**src/rtl/core/qqmd_pkg.sv**
```systemverilog
// Shared constants and control types for the quantized pose decoder.
package qqmd_pkg;

    localparam int FRAC_BITS_DEF = 16;
    localparam int CODE_W        = 16;
    localparam int ROT_W         = 22;
    localparam int TR_W          = 16;
    localparam int N_QUAT        = 4;
    localparam int N_TRANS       = 3;
    localparam int N_ROT         = 9;
    localparam int IN_DATA_W     = 112;
    localparam int OUT_DATA_W    = 248;

    localparam logic [CODE_W-1:0] Q_BIAS  = 16'd32766;
    localparam logic [CODE_W-1:0] Q_DIV   = 16'd16383;
    localparam logic [CODE_W-1:0] Q_HALF  = 16'd8191;
    localparam logic [CODE_W-1:0] T_BIAS  = 16'd32768;

    typedef struct packed {
        logic s1;
        logic s2;
        logic s3;
    } qfix_en_t;

    typedef struct packed {
        logic s1;
        logic s2;
    } rnd_en_t;

endpackage

```
**src/rtl/core/qqmd_qfix.sv**
```systemverilog
// Three-stage quaternion code to fixed-point converter (divide by 16383, round).
module qqmd_qfix #(
    parameter int FRAC_BITS = qqmd_pkg::FRAC_BITS_DEF
) (
    input  logic                          clk,
    input  qqmd_pkg::qfix_en_t            en,
    input  logic [qqmd_pkg::CODE_W-1:0]   code,
    output logic signed [FRAC_BITS+2:0]   q
);

    localparam int MAG_W = qqmd_pkg::CODE_W;
    localparam int M_W   = MAG_W + FRAC_BITS;
    localparam int QE_W  = FRAC_BITS + 3;

    // stage 1: sign and magnitude of code - bias
    logic [MAG_W:0]    diff;
    logic              sign1_reg, sign1_next;
    logic [MAG_W-1:0]  mag1_reg, mag1_next;

    // stage 2: scaled numerator and quotient estimate
    logic [M_W-1:0]    num;
    logic [M_W:0]      acc;
    logic              sign2_reg;
    logic [M_W-1:0]    num2_reg;
    logic [QE_W-1:0]   qe2_reg, qe2_next;

    // stage 3: correct estimate by one, apply sign
    logic [M_W:0]      rem;
    logic [QE_W-1:0]   qmag;
    logic signed [QE_W-1:0] q3_reg, q3_next;

    always_comb
    begin
        diff       = {1'b0, code} - {1'b0, qqmd_pkg::Q_BIAS};
        sign1_next = diff[MAG_W];
        mag1_next  = sign1_next ? MAG_W'(-diff) : diff[MAG_W-1:0];
    end

    // 1/16383 = 2^-14 * (1 + 2^-14 + 2^-28 + ...); estimate is low by at most one
    always_comb
    begin
        num      = {mag1_reg, {FRAC_BITS{1'b0}}} + M_W'(qqmd_pkg::Q_HALF);
        acc      = {1'b0, num} + (M_W+1)'(num >> 14) + (M_W+1)'(num >> 28);
        qe2_next = acc[M_W:14];
    end

    always_comb
    begin
        rem     = {1'b0, num2_reg} - {qe2_reg, 14'b0} + (M_W+1)'(qe2_reg);
        qmag    = qe2_reg + QE_W'(rem >= (M_W+1)'(qqmd_pkg::Q_DIV));
        q3_next = sign2_reg ? -$signed(qmag) : $signed(qmag);
    end

    always_ff @(posedge clk)
    begin
        if (en.s1)
        begin
            sign1_reg <= sign1_next;
            mag1_reg  <= mag1_next;
        end
        if (en.s2)
        begin
            sign2_reg <= sign1_reg;
            num2_reg  <= num;
            qe2_reg   <= qe2_next;
        end
        if (en.s3)
        begin
            q3_reg <= q3_next;
        end
    end

    assign q = q3_reg;

endmodule

```
**config.mk**
```make
export PLATFORM = sky130hd
export DESIGN_NAME = qqmd_qfix
export DESIGN_NICKNAME = d
export VERILOG_FILES = /design/src/rtl/core/qqmd_pkg.sv /design/src/rtl/core/qqmd_qfix.sv
export SDC_FILE = /design/constraint.sdc
export NUM_CORES = 1
export LEC_CHECK = 0
export ABC_AREA = 1
export BUFFER_PORTS_ARGS = -buffer_cell sky130_fd_sc_hd__buf_2
export CAP_MARGIN = 15
export CORE_ASPECT_RATIO = 1.25
export CORE_MARGIN = 1.5
export CORE_UTILIZATION = 50
export DETAILED_ROUTE_END_ITERATION = 10
export PLACE_DENSITY = 0.67
export SETUP_SLACK_MARGIN = 0.02
export SYNTH_ARGS = -nofsm -noshare
export SYNTH_HDL_FRONTEND = slang
export SYNTH_SLANG_ARGS = --single-unit
```
**constraint.sdc**
```tcl
create_clock -name clk -period 12.5 [get_ports clk]
set_input_delay 0 -clock clk [delete_from_list [all_inputs] [get_ports clk]]
set_output_delay 0 -clock clk [all_outputs]
set_load 0.01 [all_outputs]
```
==> results.txt, run 1 <==
- The count of final hold-check violations is 0.
* Post-route clock period utilization: 0.4141
- CTS clock-pin slew for the worst setup and hold paths: 0.06 ns
* Number of nets still failing antenna checks after routing: 0
* Initial antenna violation count: 0
- Counting along the longest clock path gives a buffer depth of 2.
- Slowest stage cell, crit path: fa_1
- Routed wirelength normalized by instance count: between 10 and 15 um
* Aggregate negative setup slack: 0 ns
- For the finished layout, the period the worst path requires is between 5 and 6 ns.
- In this run, synthesis produced a sequential element count of 72.
- Die outline area: 16520 um^2
- Drt total wl: 20090 um
- 0 antenna diodes ended up in the layout.
- Max Clock Freq: 193.2 MHz
- Worst setup path category: reg2reg
- Die outline width: 115.3 um
* Synthesized instance count: about 1.2k
* Area delta synth->final: 9.992%
* Effective utilization at floorplan: 0.5079
* Detailed placer's ending HPWL: roughly 17000 um
- Hold wc startpoint: code[1]
* Count of distinct cell types in the synthesized netlist: 38
* Ranking of synthesized cells by instance count: 360 x nand2_1, 231 x inv_1, 97 x nor2_1
- Height of the chip: 143.3 um
- Number of clock sinks seen by CTS: 72
* Synth Cell Area: 7876 um^2
- In the global route stage, overall resource usage came out at 0.2498.
- Count leader, synth: nand2_1
- The net count of the finished layout is between 1k and 1.5k.
* Port bufs: 38
- Counting instances, the worst hold path has a depth of 2.
* Classification of the worst-slack hold path: in2reg
* Resize count post-CTS: 0
* CTS tree: built
* Worst reg2reg path depth: 30
- The flow ran to the end, and the final reports show no timing, DRC or antenna violations.
- Maximum Capacitance Violations: 0
- Prior to clock tree synthesis, the placed netlist has a worst setup slack of 7.410 ns.
- The number of clock buffers added by TritonCTS is 9.
- In this run the critical register-to-register path is launched from qe2_reg[2].
* Buffer type at the clock tree root: clkbuf_16
- Routability Congestion: slightly above 0.9
* Fraction of the yosys area taken by sequential cells: 0.2745
* Count of warnings emitted by yosys: 0
- Summing over every cut layer, the via total after detailed routing is slightly above 7k.
- For hold timing, the worst endpoint is mag1_reg[1].
- CTS built an H-tree with a depth of 3.
- In the synthesized netlist the dominant register cell turns out to be edfxtp_1.
- Setup slack on the worst flop-to-flop path: 7.32 ns
- Area of the placeable core: 15510 um^2
- The number of nets in the synthesized netlist is 1266.
* Wire length of the first global-routing pass: ~32000 um
* Critical path fanouts, max: 6
- Number of design-rule violations left by the first detailed-router iteration: 529
- STA puts the critical path data required time at between 10 and 15 ns.
- The via count of the first global-routing pass came to between 6k and 7k.
* Crit path top cell by count: nand2_1
* Post-synth EDFFs: 72
- STA classifies the critical path startpoint as a flip-flop.
- Largest cells by area after synthesis: edfxtp_1 27%, nand2_1 17%, ha_1 14%, inv_1 11%, xor2_1 5.3%
- Maximum vdd ir drop: 0.07200 mV
- The synthesized design spends more area on one cell type than any other, namely edfxtp_1.
* Leakage power of the design: 4.570 nW
* Number of endpoints failing setup at the final stage: 0
- End of the worst register-to-register path: q[16]
- At the worst endpoint, the arrival time is approximately 5.3 ns.
* Clock network latency to the later pin of the worst-skew pair: about 0.34 ns
- Maximum number of pins on one net before global-route repair: 37
* Syn_area_per_cell: ~6.8 um^2
* PnR worst setup slack: 7.324 ns
- The first detailed-routing pass ran for 5 iterations.
* Post-synth ARST share: 0
- Detail-routed via count per cell: 4.986
- After detailed routing, the number of remaining DRC violations is 0.
- Power density over the cells: between 100 and 150 nW/um^2
* Clock tree skew after final layout: 0.006741 ns
- For this run, the slowest stage of the critical path takes about 0.48 ns.
- In this run the tightest slew margin relative to its limit is 0.4720.
- Of the cells placed in the final design, the portion with a size suffix greater than 1 is 0.07705.
- During I/O placement, the number of pins put on the boundary was 39.
* Filler cells: 1555
* Number of cell rows: 51
- Slew @ Worst Pin: 0.7920 ns
* Unrepaired setup endpoints after global routing: no
* Total overflow reported by the global router: 0
- Top-area cell type share of the netlist area: 0.2745
* Category of the worst setup path capture point: flip-flop
* Max-slew violation total from the final report: 0
-- cell families (layout without fill, tap and decap cells) --
logic type,count (synthesis),count (layout),share of synthesized area
xor+xnor,67,67,0.07641
simple gates,610,610,0.3320
compound gates,70,70,0.05036
buf+inv,243,296,0.1168
flops,72,72,0.2745
fa+ha+maj,92,92,0.1500
-- through the flow --
step	power (mW)	util	hold WS [ns]	cells	instance area, um^2
floorplan	0.7091	-	0.09887	1154	7876
global placement	0.8463	0.5364	0.2042	1402	8317
detailed placement	0.8483	0.5364	0.2035	1402	8317
CTS	1.142	0.5587	0.05771	1419	8663
global route	1.228	0.5587	0.06772	1419	8663
finish	1.145	0.5587	0.06032	1419	8663
-- critical path, delay by kind of cell (launching register included) --
kind / cells / cell delay, ns
compound gates: 1 / 0.18
xor+xnor: 1 / 0.22
flops: 1 / 0.47
fa+ha+maj: 4 / 1.41
buf+inv: 3 / 0.29
simple gates: 21 / 2.36
-- what timing repair did --
action / in CTS / in global routing
endpoints found under the hold margin: 1 / 0
hold buffers: 1 / 0
buffers inserted: 0 / 0
-- layout make-up --
cell class,count,area (um^2),area share
clock buffers,10,229.0,0.02643
repair buffers,39,200.2,0.02311
inverters,241,904.6,0.1044
multi-input cells,839,4795,0.5534
well taps,212,265.3,0.03062
flip-flops and latches,72,2162,0.2496
clock inverters,6,107.6,0.01242
-- power by group --
part           internal [mW]  switching [mW]
combinational          0.178           0.339
clock                  0.194          0.0993
sequential             0.304          0.0298
-- routing by layer --
metal / vias to the layer above / global-route usage / wire, um
met5: - / 0 / 0
met4: 0 / 0.09032 / 578
met3: 37 / 0.02404 / 876
met2: 169 / 0.4583 / 10150
met1: 3150 / 0.3015 / 8491
li1: 3719 / - / -
-- worst max path at each step --
stage | from | to | slack [ns] | cells past startpoint
after floorplan | qe2_reg[4] | q[17] | 8.18 | 29
after global placement | qe2_reg[2] | q[16] | 7.54 | 30
after detailed placement | qe2_reg[2] | q[16] | 7.41 | 30
after CTS | qe2_reg[2] | q[16] | 7.32 | 30
after global routing | qe2_reg[2] | q[16] | 6.92 | 30
final | qe2_reg[2] | q[16] | 7.32 | 30
-- cell usage in the layout, fill, tap and decap left out, drive strengths merged, types with 4 or more instances in the layout --
cell	n
clkbuf	10
nand3	83
nor3	19
a21oi	35
nand3b	6
xnor2	17
inv	241
ha	88
fa	4
nand4	24
o21ai	17
o21bai	5
xor2	50
a31oi	4
edfxtp	72
buf	38
nand2	366
nor2	108
No activity file was read; power rests on OpenSTA's default activity.
==> inputs of run 2 (changes only) <==
==> constraint.sdc (replaced) <==
create_clock -name clk -period 5.12 [get_ports clk]
set_input_delay 0 -clock clk [delete_from_list [all_inputs] [get_ports clk]]
set_output_delay 0 -clock clk [all_outputs]
set_load 0.01 [all_outputs]
==> run 2 against run 1 <==
Compared with the run above:
- clock skew barely moved
- highest routed layer unchanged
- final cell count rose by 1.1%
- critical path type unchanged
- critical endpoint is now q[18]
- critical path depth fell by 1
- worst setup slack got worse by 7.0 ns
==> results.txt, run 2 (same netlist as run 1, synthesis figures left out) <==
* CTS clock-pin slew for the worst setup and hold paths: 0.06 ns
- The worst setup path is launched from a flip-flop.
- Final hold analysis gives a worst-case slack of 0.04411 ns.
* Category of the worst setup path capture point: flip-flop
* Number of global-route vias before repair: just under 7k
- At the end of routability-driven placement, the weighted congestion stood at around 0.95.
- Maximum Capacitance Violations: 0
* Crit path top cell by count: nand2_1
- The detailed router placed roughly 7.3k vias in this run.
- Most used cells in the layout excluding fill and tap cells: 357 x nand2_1, 226 x inv_1, 90 x nor2_1, 81 x ha_1, 77 x nand3_1
* Filler cells: 1509
- Critical path fanouts, max: 6
- In this run the vertical extent of the chip is around 140 um.
- Detail-routed via count per cell: slightly above 5
- Data on the critical path arrives at its endpoint at 4.88 ns.
- In the routed design, unresolved DRC markers number 0.
- Post-route clock period utilization: 0.9318
* Outcome: finished, final reports clean
* Leakage power of the design: 4.625 nW
- Routed wirelength normalized by instance count: 14.23 um
- Final critical delay including setup and external delays: 4.771 ns
- The detailed router finished its first iteration with 440 violations.
* Total Nets Final: between 1k and 1.5k
* Detailed placer's ending HPWL: 17120 um
* Wire length of the first global-routing pass: 32930 um
* Initial antenna violation count: 0
- Max Root-Sink Buffers: 2
* Proportion of power drawn by flip-flops and latches: 0.282
- Max-slew violation total from the final report: 0
- Between clock sinks in the finished design, the worst skew comes to slightly above 0.007 ns.
- Slowest stage cell, crit path: fa_1
* Maximum vdd ir drop: ~0.20 mV
- Switching share of power: 0.4205
- Area delta synth->final: 12.72%
- In this run the power spent charging and discharging nets is between 1 and 1.5 mW.
* Number of clock sinks seen by CTS: 72
- Slew @ Worst Pin: 0.8031 ns
- After routing, the total negative slack on setup checks comes to 0 ns.
- Maximum number of pins on one net before global-route repair: 37
- Buffer type at the clock tree root: clkbuf_16
- On the worst path, the slowest cell contributes a delay of 0.48 ns.
* Effective utilization at floorplan: 0.5079
* Total overflow reported by the global router: 0
- TritonCTS built the clock tree.
- The floorplan step set the die width to 115.3 um.
- Setup violations remaining at the end of the flow were counted as 0.
- Dividing total power by cell area gives a power density of roughly 320 nW/um^2.
* Total GRT Usage: 0.2593
- The floorplan step defined a core boundary enclosing approximately 16000 um^2.
- Die outline area: 16520 um^2
- The repair_antennas step left the layout with diodes totalling 0.
- In this run the count of I/O pins placed on the die edge is 39.
* Port bufs: 38
- Classification of the worst-slack hold path: in2reg
- Total iterations of the first detailed-routing run: 5
- Drt total wl: 20430 um
- Cell internal power was estimated by the tool at 1.650 mW.
- The count of nets left with antenna violations once routing finished came out at 0.
- Commonest non-fill, non-tap cell in the layout: nand2_1
- Share of final-layout standard cells stronger than drive strength 1: 0.1153
- Measured against its own limit, the worst slew margin works out to 0.4646.
- Num CTS Buffers: 9
* Power share of the combinational group: 0.477
* Worst setup path category: reg2reg
- Endpoint required time on the critical path: 5.23 ns
* Clock network power share: 0.240
- The count of final hold-check violations was 0.
- Row generation in the floorplan step produced 51 rows.
- For this run, the top clock speed supported by timing is around 210 MHz.
- Deepest level of the CTS H-tree: 3
* Clock network latency to the later pin of the worst-skew pair: roughly 0.34 ns
## run 2: cell count changes in the layout (fill, tap and decap cells not counted), moves of 3 or more
| cell | delta |
|---|---|
| a21oi_2 | +6 |
| ha_2 | +5 |
| nor2_2 | +5 |
| nand2_1 | -3 |
| a21oi_1 | -6 |
| inv_1 | -5 |
| nand2_2 | +3 |
| ha_1 | -7 |
| buf_4 | +16 |
| inv_2 | +5 |
| nor2_1 | -7 |
## run 2: through the flow
stage	util	area, um^2	power, mW	setup slack (ns)	cells
after floorplan	-	7876	1.731	0.7995	1154
after global placement	0.5383	8347	2.076	0.1398	1406
after detailed placement	0.5383	8347	2.083	0.1039	1406
after CTS	0.5597	8678	2.775	0.03471	1423
after global routing	0.5726	8879	3.074	-0.02375	1435
final	0.5726	8879	2.847	0.3490	1435
## run 2: per-layer routing
metal | up-vias | wire (um) | global-route usage
li1 | 3762 | - | -
met1 | 3237 | 8661 | 0.3031
met2 | 190 | 9963 | 0.4596
met3 | 61 | 764 | 0.03290
met4 | 0 | 1036 | 0.1391
met5 | - | 0 | 0
## run 2: final timing paths
path                            startpoint           end  slack [ns]  depth (start not counted)
worst max-delay path            qe2_reg[2]         q[18]        0.35                         29
worst min-delay path              code[15]  mag1_reg[15]        0.04                          5
worst max register to register  qe2_reg[2]         q[18]        0.35                         29
worst min register to register   sign1_reg     sign2_reg        0.43                          0
## run 2: final cells by class
cell class	instances	area, um^2	share of cell area
clock buffers	10	229.0	0.02579
multi-input cells	839	4905	0.5524
flip-flops and latches	72	2162	0.2435
well taps	212	265.3	0.02988
clock inverters	6	92.59	0.01043
repair buffers	55	320.3	0.03608
inverters	241	904.6	0.1019
## run 2: what timing repair did
item / CTS / global route
setup buffers: 0 / 12
hold buffers: 1 / 0
endpoints found under the setup margin: 0 / 12
resized for setup: 0 / 35
endpoints found under the hold margin: 1 / 0
## run 2: worst max-delay path, delay by kind of cell (launching register included)
kind / cells / cell delay (ns)
xor gates and xnor gates: 1 / 0.21
DFF: 1 / 0.45
and+or+nand+nor: 20 / 2.27
buffers and inverters: 4 / 0.32
adders and majority gates: 4 / 1.27
## run 2: power by group through the flow
| stage | logic, mW | registers (mW) | clock network [mW] |
|---|---|---|---|
| after floorplan | 0.921 | 0.810 | 0 |
| after global placement | 1.26 | 0.818 | 0 |
| after detailed placement | 1.26 | 0.820 | 0 |
| after CTS | 1.27 | 0.808 | 0.695 |
| after global routing | 1.54 | 0.812 | 0.718 |
| final | 1.36 | 0.804 | 0.684 |
