**src/rtl/core/qqmd_pkg.sv**
```systemverilog
// Shared constants and control types for the quantized pose decoder.
package qqmd_pkg;

    localparam int FRAC_BITS_DEF = 16;
    localparam int CODE_W        = 16;
    localparam int ROT_W         = 22;
    localparam int TR_W          = 16;
    localparam int N_QUAT        = 4;
    localparam int N_TRANS       = 3;
    localparam int N_ROT         = 9;
    localparam int IN_DATA_W     = 112;
    localparam int OUT_DATA_W    = 248;

    localparam logic [CODE_W-1:0] Q_BIAS  = 16'd32766;
    localparam logic [CODE_W-1:0] Q_DIV   = 16'd16383;
    localparam logic [CODE_W-1:0] Q_HALF  = 16'd8191;
    localparam logic [CODE_W-1:0] T_BIAS  = 16'd32768;

    typedef struct packed {
        logic s1;
        logic s2;
        logic s3;
    } qfix_en_t;

    typedef struct packed {
        logic s1;
        logic s2;
    } rnd_en_t;

endpackage

```
**src/rtl/core/qqmd_round.sv**
```systemverilog
// Two-stage round-half-away and saturate of one matrix entry to 22 bits.
module qqmd_round #(
    parameter int FRAC_BITS = qqmd_pkg::FRAC_BITS_DEF
) (
    input  logic                              clk,
    input  qqmd_pkg::rnd_en_t                 en,
    input  logic signed [2*FRAC_BITS+5:0]     val,
    output logic signed [qqmd_pkg::ROT_W-1:0] rot
);

    localparam int SW   = 2 * FRAC_BITS + 6;
    localparam int RM_W = SW - FRAC_BITS;
    localparam int XW   = (RM_W + 1 > qqmd_pkg::ROT_W + 1) ? RM_W + 1 : qqmd_pkg::ROT_W + 1;
    localparam logic signed [XW-1:0] SAT_MAX = XW'((64'sd1 <<< (qqmd_pkg::ROT_W - 1)) - 1);
    localparam logic signed [XW-1:0] SAT_MIN = -XW'(64'sd1 <<< (qqmd_pkg::ROT_W - 1));

    logic [SW-1:0]          mag;
    logic [SW-1:0]          mag_rnd;
    logic                   sign_reg, sign_next;
    logic [RM_W-1:0]        rm_reg, rm_next;
    logic signed [XW-1:0]   sv;
    logic signed [qqmd_pkg::ROT_W-1:0] rot_reg, rot_next;

    always_comb
    begin
        sign_next = val[SW-1];
        mag       = sign_next ? SW'(-val) : SW'(val);
        mag_rnd   = mag + (SW'(1) << (FRAC_BITS - 1));
        rm_next   = mag_rnd[SW-1:FRAC_BITS];
    end

    always_comb
    begin
        sv = sign_reg ? -$signed(XW'(rm_reg)) : $signed(XW'(rm_reg));
        priority if (sv > SAT_MAX)
            rot_next = SAT_MAX[qqmd_pkg::ROT_W-1:0];
        else if (sv < SAT_MIN)
            rot_next = SAT_MIN[qqmd_pkg::ROT_W-1:0];
        else
            rot_next = sv[qqmd_pkg::ROT_W-1:0];
    end

    always_ff @(posedge clk)
    begin
        if (en.s1)
        begin
            sign_reg <= sign_next;
            rm_reg   <= rm_next;
        end
        if (en.s2)
        begin
            rot_reg <= rot_next;
        end
    end

    assign rot = rot_reg;

endmodule

```
**config.mk**
```make
export PLATFORM = sky130hd
export DESIGN_NAME = qqmd_round
export DESIGN_NICKNAME = d
export VERILOG_FILES = /design/src/rtl/core/qqmd_pkg.sv /design/src/rtl/core/qqmd_round.sv
export SDC_FILE = /design/constraint.sdc
export NUM_CORES = 1
export LEC_CHECK = 0
export BUFFER_PORTS_ARGS = -buffer_cell sky130_fd_sc_hd__clkbuf_2
export CAP_MARGIN = 0
export CORE_MARGIN = 2
export CORE_UTILIZATION = 40
export DETAILED_ROUTE_END_ITERATION = 10
export GPL_ROUTABILITY_DRIVEN = 0
export REMOVE_ABC_BUFFERS = 1
export SYNTH_ARGS = -nofsm -noshare
export SYNTH_HDL_FRONTEND = slang
export SYNTH_SLANG_ARGS = --single-unit
```
**constraint.sdc**
```tcl
create_clock -name clk -period 3.6 [get_ports clk]
set_input_delay 0.54 -clock clk [delete_from_list [all_inputs] [get_ports clk]]
set_output_delay 0.54 -clock clk [all_outputs]
set_load 0.01 [all_outputs]
```
==> results by group, run 1 <==
Run status
  • Status: finished clean

Detailed routing
  • DRC viols: 0
  • First drt pass iteration count: 4
  • DR iter-0 viols: 85
  • DR vias: 2527
  • WL/cell: 12.4 um
  • DRT Wirelength: between 5000 and 6000 um
  • Remaining antenna violation count: 0
  • Via/cell ratio: 5.25

Placement
  • Port bufs: 62
  • HPWL after DPL: about 4800 um
  • Placed inst area: 0.00360 mm^2
  • Cells after DPL: 473

Clock tree
  • Clock latency on the worst-skew pair: approximately 0.29 ns
  • CTS tree: done
  • Clk buf depth: 2
  • CTS resizes: 0
  • # Post-CTS Setup Buffers: 0
  • H-tree depth: 2
  • Cts hold-fix bufs: 0
  • Clk pin slew, worst setup/hold paths: 0.07 ns
  • Num Clock Sinks: between 40 and 50
  • Root buffer cell: clkbuf_8
  • CTS buffer count: 5

Worst setup path
  • Peak fanout along the critical path: 18
  • Critical path, cell by cell: nor4_1 > nand2_1 > o31a_1 > a21oi_1 > xnor2_1 > nor2_1 > a21oi_1
  • Worst EP required: 3.59 ns
  • Critical Path Sink Type: register
  • CP max stage delay: 0.79 ns
  • Crit-path slowest cell: nor2_1
  • Top cell by count, worst path: a21oi_1
  • Arr. time, crit path: roughly 2.9 ns
  • Critical Path Source Type: register
  • Crit Path Category: reg2reg

Pwr
  • Pwr dens: approximately 350 mW/mm^2
  • Total chip power: 1290 uW
  • Sequential power share: 0.540
  • Peak supply drop: 0.000123 V
  • Clock power frac: 0.217
  • Sw Ratio: 0.275
  • Combinational share of power: 0.244
  • Leak: 0.00133 uW
  • Internal power: 937 uW
  • Sw Pwr: 356 uW

Yosys
  • Mean Syn Cell Area: 9.89 um^2
  • Synthesized area: roughly 0.0032 mm^2
  • Yosys warns: 0
  • #FFs+latches synth: 45
  • Yosys cell types: 54
  • Post-synth ARST share: 0
  • Top cells by area, synth: edfxtp_1, xnor2_1, xor2_1
  • Count leader, synth: edfxtp_1
  • Sequential share of the synthesized area: 0.420
  • Top cell type's share of synthesized area: 0.420
  • Number of flops mapped to enable cells by yosys: 45
  • Largest area contributor in the netlist: edfxtp_1
  • Most frequent cells after synthesis: edfxtp_1, nand2_1, a21oi_1
  • Post-Syn Instances: approximately 330
  • Top FF cell, synth: edfxtp_1

Global routing
  • Grt ovf: 0
  • GR Util All Layers: 0.145
  • Pin count of the biggest net entering global routing: 31
  • Antenna violations before repair: 0
  • Vias in the first global route: about 2300
  • First-pass GRT wire length: 10400 um

Timing
  • Worst Skew: 0.00333 ns
  • RSZ-0062 raised after global routing: false
  • Max Clk Rate: approximately 350 MHz
  • Worst slew pin tran: around 0.99 ns
  • Max-slew violations: 0
  • Count of final hold-check violations: 0
  • Max_slew headroom: 0.337
  • Setup TNS: 0 ns
  • Final Critical Period: 2.90 ns
  • Tcrit/Tclk final: 0.805
  • Final setup violation count: 0

Layout
  • Filler instances: 769
  • Sequential Area: 0.00135 mm^2
  • Nets: 421
  • Final Non-Filler Cells: 481
  • Layout cells sized above 1: 0.230
  • Fin area: 0.00368 mm^2
  • Area growth syn-to-layout: 14.4%
  • Multi-input logic area: 0.00177 mm^2
  • Number of diodes: 0

Floorplanning
  • Row cnt: 32
  • Core area: 0.00777 mm^2
  • Die height: around 94 um
  • Top Ports: 63
  • Die area: 0.00877 mm^2
  • Initial Util: 0.414
  • Die width: approximately 94 um

Worst hold path
  • Min-delay worst type: reg2reg

Run
  • Max cap viols: 0
## worst max-delay path, delay by kind of cell, from the launching register on
family | cells | cell delay (ns)
flip-flops | 1 | 0.44
AND/OR/NAND/NOR | 3 | 1.39
AO/OA/AOI/OAI | 3 | 0.60
XOR/XNOR | 1 | 0.18
## layout make-up
cell class | count | share of cell area
multi-input combinational | 256 | 0.481
sequential | 45 | 0.367
timing repair buffer | 65 | 0.0905
inverter | 5 | 0.00510
tap | 102 | 0.0347
clock buffer | 8 | 0.0218
## cell usage in the layout, fill, tap and decap left out, types with 3 or more instances in the layout
| master | instances |
|---|---|
| edfxtp_1 | 45 |
| buf_4 | 3 |
| o41ai_1 | 5 |
| clkbuf_2 | 62 |
| nand3_1 | 10 |
| o31ai_1 | 4 |
| o21ai_0 | 12 |
| and3_1 | 5 |
| nor4_1 | 4 |
| and2_1 | 5 |
| clkbuf_1 | 3 |
| clkbuf_8 | 5 |
| nand2b_1 | 6 |
| o22ai_1 | 5 |
| nor3_1 | 11 |
| nor2_1 | 15 |
| xnor2_1 | 29 |
| inv_1 | 5 |
| or3_1 | 4 |
| a21oi_1 | 31 |
| xor2_1 | 23 |
| nand2_1 | 32 |
| and4_1 | 3 |
| nor4_4 | 4 |
| nor3b_1 | 3 |
| o21ai_1 | 3 |
## per-stage QoR
step	hold slack (ns)	worst slack, ns	util
floorplan	0.585	0.786	-
CTS	0.612	0.661	0.474
finish	0.619	0.702	0.474
global placement	0.630	0.509	0.463
detailed placement	0.614	0.424	0.463
global route	0.635	0.249	0.474
## final timing paths
check / startpoint / endpoint / slack [ns] / cells after the start
min reg2reg: rm_reg[0] / rot[0] / 0.62 / 2
max reg2reg: rm_reg[4] / rot[16] / 0.70 / 7
min: rm_reg[0] / rot[0] / 0.62 / 2
max: rm_reg[4] / rot[16] / 0.70 / 7
## power groups by stage
stage	combinational [uW]	clock [uW]	sequential, uW
after floorplan	174	0	727
after global placement	313	0	709
after detailed placement	317	0	710
after CTS	318	294	698
after global routing	358	307	705
final	315	280	698
## kinds of logic after synthesis
kind of cell | after synthesis | share of synthesized area
compound gates | 79 | 0.163
xor+xnor | 52 | 0.142
fa+ha+maj | 4 | 0.0140
buf+inv | 24 | 0.0296
flops | 45 | 0.420
mux | 2 | 0.00623
simple gates | 119 | 0.225
## metal layers
layer	track usage	vias up	routed length (um)
li1	-	1315	-
met1	0.190	1131	2790
met2	0.246	75	2850
met3	0.0185	6	277
met4	0.0519	0	68
met5	0	-	0
No activity file was read; power rests on OpenSTA's default activity.
==> run 2: changes to the inputs <==
==> constraint.sdc (replaced) <==
create_clock -name clk -period 2.9 [get_ports clk]
set_input_delay 0.435 -clock clk [delete_from_list [all_inputs] [get_ports clk]]
set_output_delay 0.435 -clock clk [all_outputs]
set_load 0.01 [all_outputs]
==> results by group, run 2 (synthesis gave the netlist of run 1 again) <==
Layout
  • Filler instances: 769 (unchanged)
  • Fin area: 0.00381 mm^2 (was 0.00368 mm^2)
  • Area growth syn-to-layout: 18.5% (was 14.4%)
  • Number of diodes: 0 (unchanged)
  • Nets: 438 (was 421)
  • Most common cell after layout, fill and taps aside: clkbuf_2 (unchanged)
  • Final core utilization: 0.490 (was 0.474)
  • Layout cells sized above 1: 0.265 (was 0.230)
  • Most frequent cells in the layout: clkbuf_2, edfxtp_1, nand2_1, a21oi_1, xnor2_1 (unchanged)

Clock tree
  • CTS tree: done (unchanged)
  • Clock latency on the worst-skew pair: 0.29 ns (about the same)
  • Num Clock Sinks: 45 (unchanged)
  • Clk pin slew, worst setup/hold paths: 0.07 ns (about the same)
  • Root buffer cell: clkbuf_8 (unchanged)
  • H-tree depth: 2 (unchanged)
  • CTS buffer count: 5 (unchanged)
  • Clk buf depth: 2 (unchanged)

Timing
  • Count of final hold-check violations: 0 (unchanged)
  • Final setup violation count: 0 (unchanged)
  • Worst Skew: 0.00308 ns (was 0.00333 ns)
  • Max Clk Rate: 382 MHz (was 345 MHz)
  • Setup TNS: 0 ns (unchanged)
  • Worst slew pin tran: 0.657 ns (was 0.991 ns)
  • Final Critical Period: 2.62 ns (was 2.90 ns)
  • RSZ-0062 raised after global routing: false (unchanged)
  • Fin Hold WS: 0.500 ns (was 0.619 ns)
  • Post-route setup slack: 0.282 ns (was 0.702 ns)
  • Max-slew violations: 0 (unchanged)
  • Tcrit/Tclk final: 0.903 (was 0.805)
  • Max_slew headroom: 0.561 (was 0.337)

Floorplanning
  • Row cnt: 32 (unchanged)
  • Initial Util: 0.414 (unchanged)
  • Top Ports: 63 (unchanged)
  • Core area: 0.00777 mm^2 (unchanged)
  • Die area: 0.00877 mm^2 (unchanged)
  • Die width: 93.6 um (unchanged)
  • Die height: 93.6 um (unchanged)

Pwr
  • Peak supply drop: 0.000188 V (was 0.000123 V)
  • Sw Pwr: 442 uW (was 356 uW)
  • Pwr dens: 425 mW/mm^2 (was 352 mW/mm^2)
  • Combinational share of power: 0.251 (was 0.244)
  • Sequential power share: 0.535 (was 0.540)
  • Leak: 0.00141 uW (was 0.00133 uW)
  • Sw Ratio: 0.273 (was 0.275)
  • Clock power frac: 0.214 (was 0.217)
  • Internal power: 1180 uW (was 937 uW)

Worst setup path
  • Arr. time, crit path: 2.76 ns (was 2.89 ns)
  • Worst EP required: 3.04 ns (was 3.59 ns)
  • Critical path, cell by cell: nor4_1 > buf_4 > nand2b_1 > nand2b_1 > nand2b_1 > nand2b_1 > o31ai_4 > nand2_2 > a21oi_1 (was nor4_1 > nand2_1 > o31a_1 > a21oi_1 > xnor2_1 > nor2_1 > a21oi_1)
  • Critical Path Source Type: register (unchanged)
  • Top cell by count, worst path: nand2b_1 (was a21oi_1)
  • Crit-path slowest cell: edfxtp_1 (was nor2_1)
  • Crit Path Category: reg2reg (unchanged)
  • Register-to-register setup slack: 0.28 ns (was 0.70 ns)
  • Peak fanout along the critical path: 18 (unchanged)
  • CP max stage delay: 0.44 ns (was 0.79 ns)
  • Critical Path Sink Type: register (unchanged)

Placement
  • Placed inst area: 0.00373 mm^2 (was 0.00360 mm^2)
  • HPWL after DPL: 4770 um (was 4780 um)
  • Dpl ws: 0.0330 ns (was 0.424 ns)
  • Port bufs: 62 (unchanged)

Global routing
  • Antenna violations before repair: 0 (unchanged)
  • Vias in the first global route: 2224 (was 2296)
  • First-pass GRT wire length: 10100 um (was 10400 um)
  • Grt ovf: 0 (unchanged)
  • GR Util All Layers: 0.142 (was 0.145)
  • Pin count of the biggest net entering global routing: 30 (was 31)

Detailed routing
  • Via/cell ratio: 5.10 (was 5.25)
  • DR vias: 2541 (was 2527)
  • First drt pass iteration count: 4 (unchanged)
  • DR iter-0 viols: 64 (was 85)
  • Remaining antenna violation count: 0 (unchanged)
  • WL/cell: 11.9 um (was 12.4 um)
  • DRC viols: 0 (unchanged)
  • DRT Wirelength: 5950 um (was 5990 um)

Run
  • Max cap viols: 0 (unchanged)

Worst hold path
  • Min-delay worst type: in2reg (was reg2reg)

Run status
  • Status: finished clean (unchanged)
## run 2: changes by cell type in the layout (fill, tap and decap cells not counted), sizes merged
cell / change
buf: +17
## run 2: area by class of cell
class,instances,area (um^2),area share
repair buffers,82,460,0.121
multi-input cells,256,1770,0.465
well taps,102,128,0.0335
flip-flops and latches,45,1350,0.355
clock buffers,8,80.1,0.0210
inverters,5,18.8,0.00493
## run 2: path summary, 6_finish.rpt
path,from,endpoint,depth (start not counted)
worst max-delay path,rm_reg[4],rot[0],9
worst min-delay path,val[27],rm_reg[11],2
worst max register to register,rm_reg[4],rot[0],9
worst min register to register,rm_reg[0],rot[0],2
## run 2: power by group through the flow
stage	logic, uW	clock network, uW	registers, uW
finish	406	346	866
floorplan	217	0	902
global route	458	380	874
global placement	405	0	880
detailed placement	407	0	881
CTS	409	361	866
## run 2: metal layers
layer	vias up	track usage	wire length, um
met5	-	0	0
met4	0	0.0459	89
met3	7	0.0201	344
met2	87	0.234	2710
met1	1101	0.191	2800
li1	1346	-	-
## run 2: what timing repair did
item | 4_1_cts | 5_1_grt
hold buffers | 0 | 0
setup buffers | 0 | 0
resized for setup | 0 | 1
hold endpoints to repair | 0 | 0
setup endpoints to repair | 0 | 18
## run 2: critical path: cells and delay by family, from the launching register on
family	cells	cell delay, ns
AO/OA/AOI/OAI	2	0.52
buffers and inverters	1	0.18
AND/OR/NAND/NOR	6	1.33
flip-flops	1	0.44
## run 2: through the flow
step	power, uW	cells
after floorplan	1120	306
after global placement	1280	490
after detailed placement	1290	490
after CTS	1640	498
after global routing	1710	498
final	1620	498
==> run 3: changes to the inputs <==
--- a/config.mk
+++ b/config.mk
@@ -12,6 +12,7 @@
 export DETAILED_ROUTE_END_ITERATION = 10
 export GPL_ROUTABILITY_DRIVEN = 0
 export REMOVE_ABC_BUFFERS = 1
+export SETUP_SLACK_MARGIN = 0.4
 export SYNTH_ARGS = -nofsm -noshare
 export SYNTH_HDL_FRONTEND = slang
 export SYNTH_SLANG_ARGS = --single-unit
==> results by group, run 3 (synthesis gave the netlist of run 1 again) <==
Pwr
  • Pwr dens: 414 mW/mm^2 (was 425 mW/mm^2)
  • Leak: 0.00151 uW (was 0.00141 uW)
  • Peak supply drop: 0.000189 V (was 0.000188 V)

Worst hold path
  • Worst Hold Path EP: rm_reg[11] (unchanged)
  • Hold depth: 2 (unchanged)
  • Hold Startpoint: val[27] (unchanged)
  • Min-delay worst type: in2reg (unchanged)

Detailed routing
  • Remaining antenna violation count: 0 (unchanged)
  • DR iter-0 viols: 90 (was 64)
  • DRT Wirelength: 6320 um (was 5950 um)
  • First drt pass iteration count: 4 (unchanged)
  • DR vias: 2583 (was 2541)
  • WL/cell: 12.5 um (was 11.9 um)
  • DRC viols: 0 (unchanged)
  • Via/cell ratio: 5.09 (was 5.10)

Worst setup path
  • R2r endpoint: rot[5] (was rot[0])
  • Critical Path Sink Type: register (unchanged)
  • Worst EP required: 2.94 ns (was 3.04 ns)
  • Worst R2R Start: rm_reg[5] (was rm_reg[4])
  • Arr. time, crit path: 2.46 ns (was 2.76 ns)
  • R2r worst-path depth: 10 (was 9)
  • Crit Path Category: in2reg (was reg2reg)
  • CP startpoint: val[8] (was rm_reg[4])
  • Peak fanout along the critical path: 5 (was 18)
  • Register-to-register setup slack: 0.53 ns (was 0.28 ns)
  • Critical Path Source Type: primary input (was register)

Floorplanning
  • Die area: 0.00877 mm^2 (unchanged)
  • Core area: 0.00777 mm^2 (unchanged)
  • Die height: 93.6 um (unchanged)
  • Top Ports: 63 (unchanged)
  • Initial Util: 0.414 (unchanged)
  • Die width: 93.6 um (unchanged)
  • Row cnt: 32 (unchanged)

Clock tree
  • Clock latency on the worst-skew pair: 0.29 ns (about the same)
  • H-tree depth: 2 (unchanged)
  • CTS tree: done (unchanged)
  • CTS buffer count: 5 (unchanged)
  • Root buffer cell: clkbuf_8 (unchanged)
  • Clk pin slew, worst setup/hold paths: 0.07 ns (about the same)
  • Num Clock Sinks: 45 (unchanged)
  • Cts hold-fix bufs: 0 (unchanged)
  • Clk buf depth: 2 (unchanged)

Layout
  • Final Non-Filler Cells: 507 (was 498)
  • Sequential Area: 0.00135 mm^2 (unchanged)
  • Multi-input logic area: 0.00191 mm^2 (was 0.00177 mm^2)
  • Most common cell after layout, fill and taps aside: clkbuf_2 (unchanged)
  • Layout cells sized above 1: 0.328 (was 0.265)
  • Filler instances: 753 (was 769)
  • Nets: 447 (was 438)
  • Number of diodes: 0 (unchanged)
  • Area growth syn-to-layout: 25.4% (was 18.5%)
  • Most frequent cells in the layout: clkbuf_2, edfxtp_1, nand2_1, xnor2_1 (was clkbuf_2, edfxtp_1, nand2_1, a21oi_1, xnor2_1)

Placement
  • HPWL after DPL: 4770 um (unchanged)
  • Cells after DPL: 490 (unchanged)
  • Port bufs: 62 (unchanged)

Global routing
  • First-pass GRT wire length: 10500 um (was 10100 um)
  • GR Util All Layers: 0.148 (was 0.142)
  • Grt ovf: 0 (unchanged)
  • Antenna violations before repair: 0 (unchanged)
  • Pin count of the biggest net entering global routing: 30 (unchanged)
  • Vias in the first global route: 2303 (was 2224)

Timing
  • Final Critical Period: 2.42 ns (was 2.62 ns)
  • Fin Hold WS: 0.510 ns (was 0.500 ns)
  • Max-slew violations: 0 (unchanged)
  • Setup TNS: 0 ns (unchanged)
  • RSZ-0062 raised after global routing: true (was false)
  • Max_slew headroom: 0.607 (was 0.561)
  • Max Clk Rate: 414 MHz (was 382 MHz)
  • Final setup violation count: 0 (unchanged)
  • Count of final hold-check violations: 0 (unchanged)
  • Worst slew pin tran: 0.584 ns (was 0.657 ns)
  • Worst Skew: 0.00249 ns (was 0.00308 ns)
  • Tcrit/Tclk final: 0.834 (was 0.903)

Run status
  • Status: finished clean (unchanged)

Run
  • Max cap viols: 0 (unchanged)
-- run 3: changes by cell type in the layout (fill, tap and decap cells not counted), sizes merged --
cell    previous run  this run
clkbuf            70        68
buf               20        30
nand2             34        35
-- run 3: where the power goes --
group	total [uW]	leakage (uW)	switching, uW	internal [uW]
clock network	346	0.0000395	175	171
logic	451	0.00103	244	207
registers	870	0.000441	47.5	823
-- run 3: critical path: stages --
cell	delay [ns]
buf_6	0.10
nor4_4	0.34
nand4_4	0.14
o21ai_1	0.14
or4b_4	0.50
a221oi_4	0.35
and2_4	0.22
o22ai_1	0.09
xnor2_1	0.14
-- run 3: final cells by class --
type                       count  area share
multi-input combinational    257       0.473
sequential                    45       0.335
timing repair buffer          90       0.135
inverter                       5     0.00466
tap                          102      0.0317
clock buffer                   8      0.0199
-- run 3: worst max path at each step --
stage / to / slack [ns]
detailed placement: rm_reg[19] / 0.03
global route: rm_reg[20] / 0.35
finish: rm_reg[10] / 0.48
CTS: rm_reg[20] / 0.43
floorplan: rm_reg[20] / 0.19
global placement: rm_reg[20] / 0.09
-- run 3: per-stage QoR --
step	setup WS (ns)	power [uW]	utilization	instance area [um^2]
global placement	0.0933	1280	0.480	3730
finish	0.482	1670	0.519	4030
CTS	0.425	1650	0.500	3880
floorplan	0.191	1120	-	3140
detailed placement	0.0330	1290	0.480	3730
global route	0.350	1760	0.519	4030
-- run 3: timing repair --
item	4_1_cts	5_1_grt
pin swaps	2	13
setup buffers	3	5
gates resized for setup	7	25
setup endpoints to repair	24	37
cloned	1	0
-- run 3: routing by layer --
layer,wire (um),global-route usage,vias up
li1,-,-,1362
met2,3000,0.246,79
met4,95,0.0543,0
met1,2900,0.195,1135
met5,0,0,-
met3,324,0.0210,7
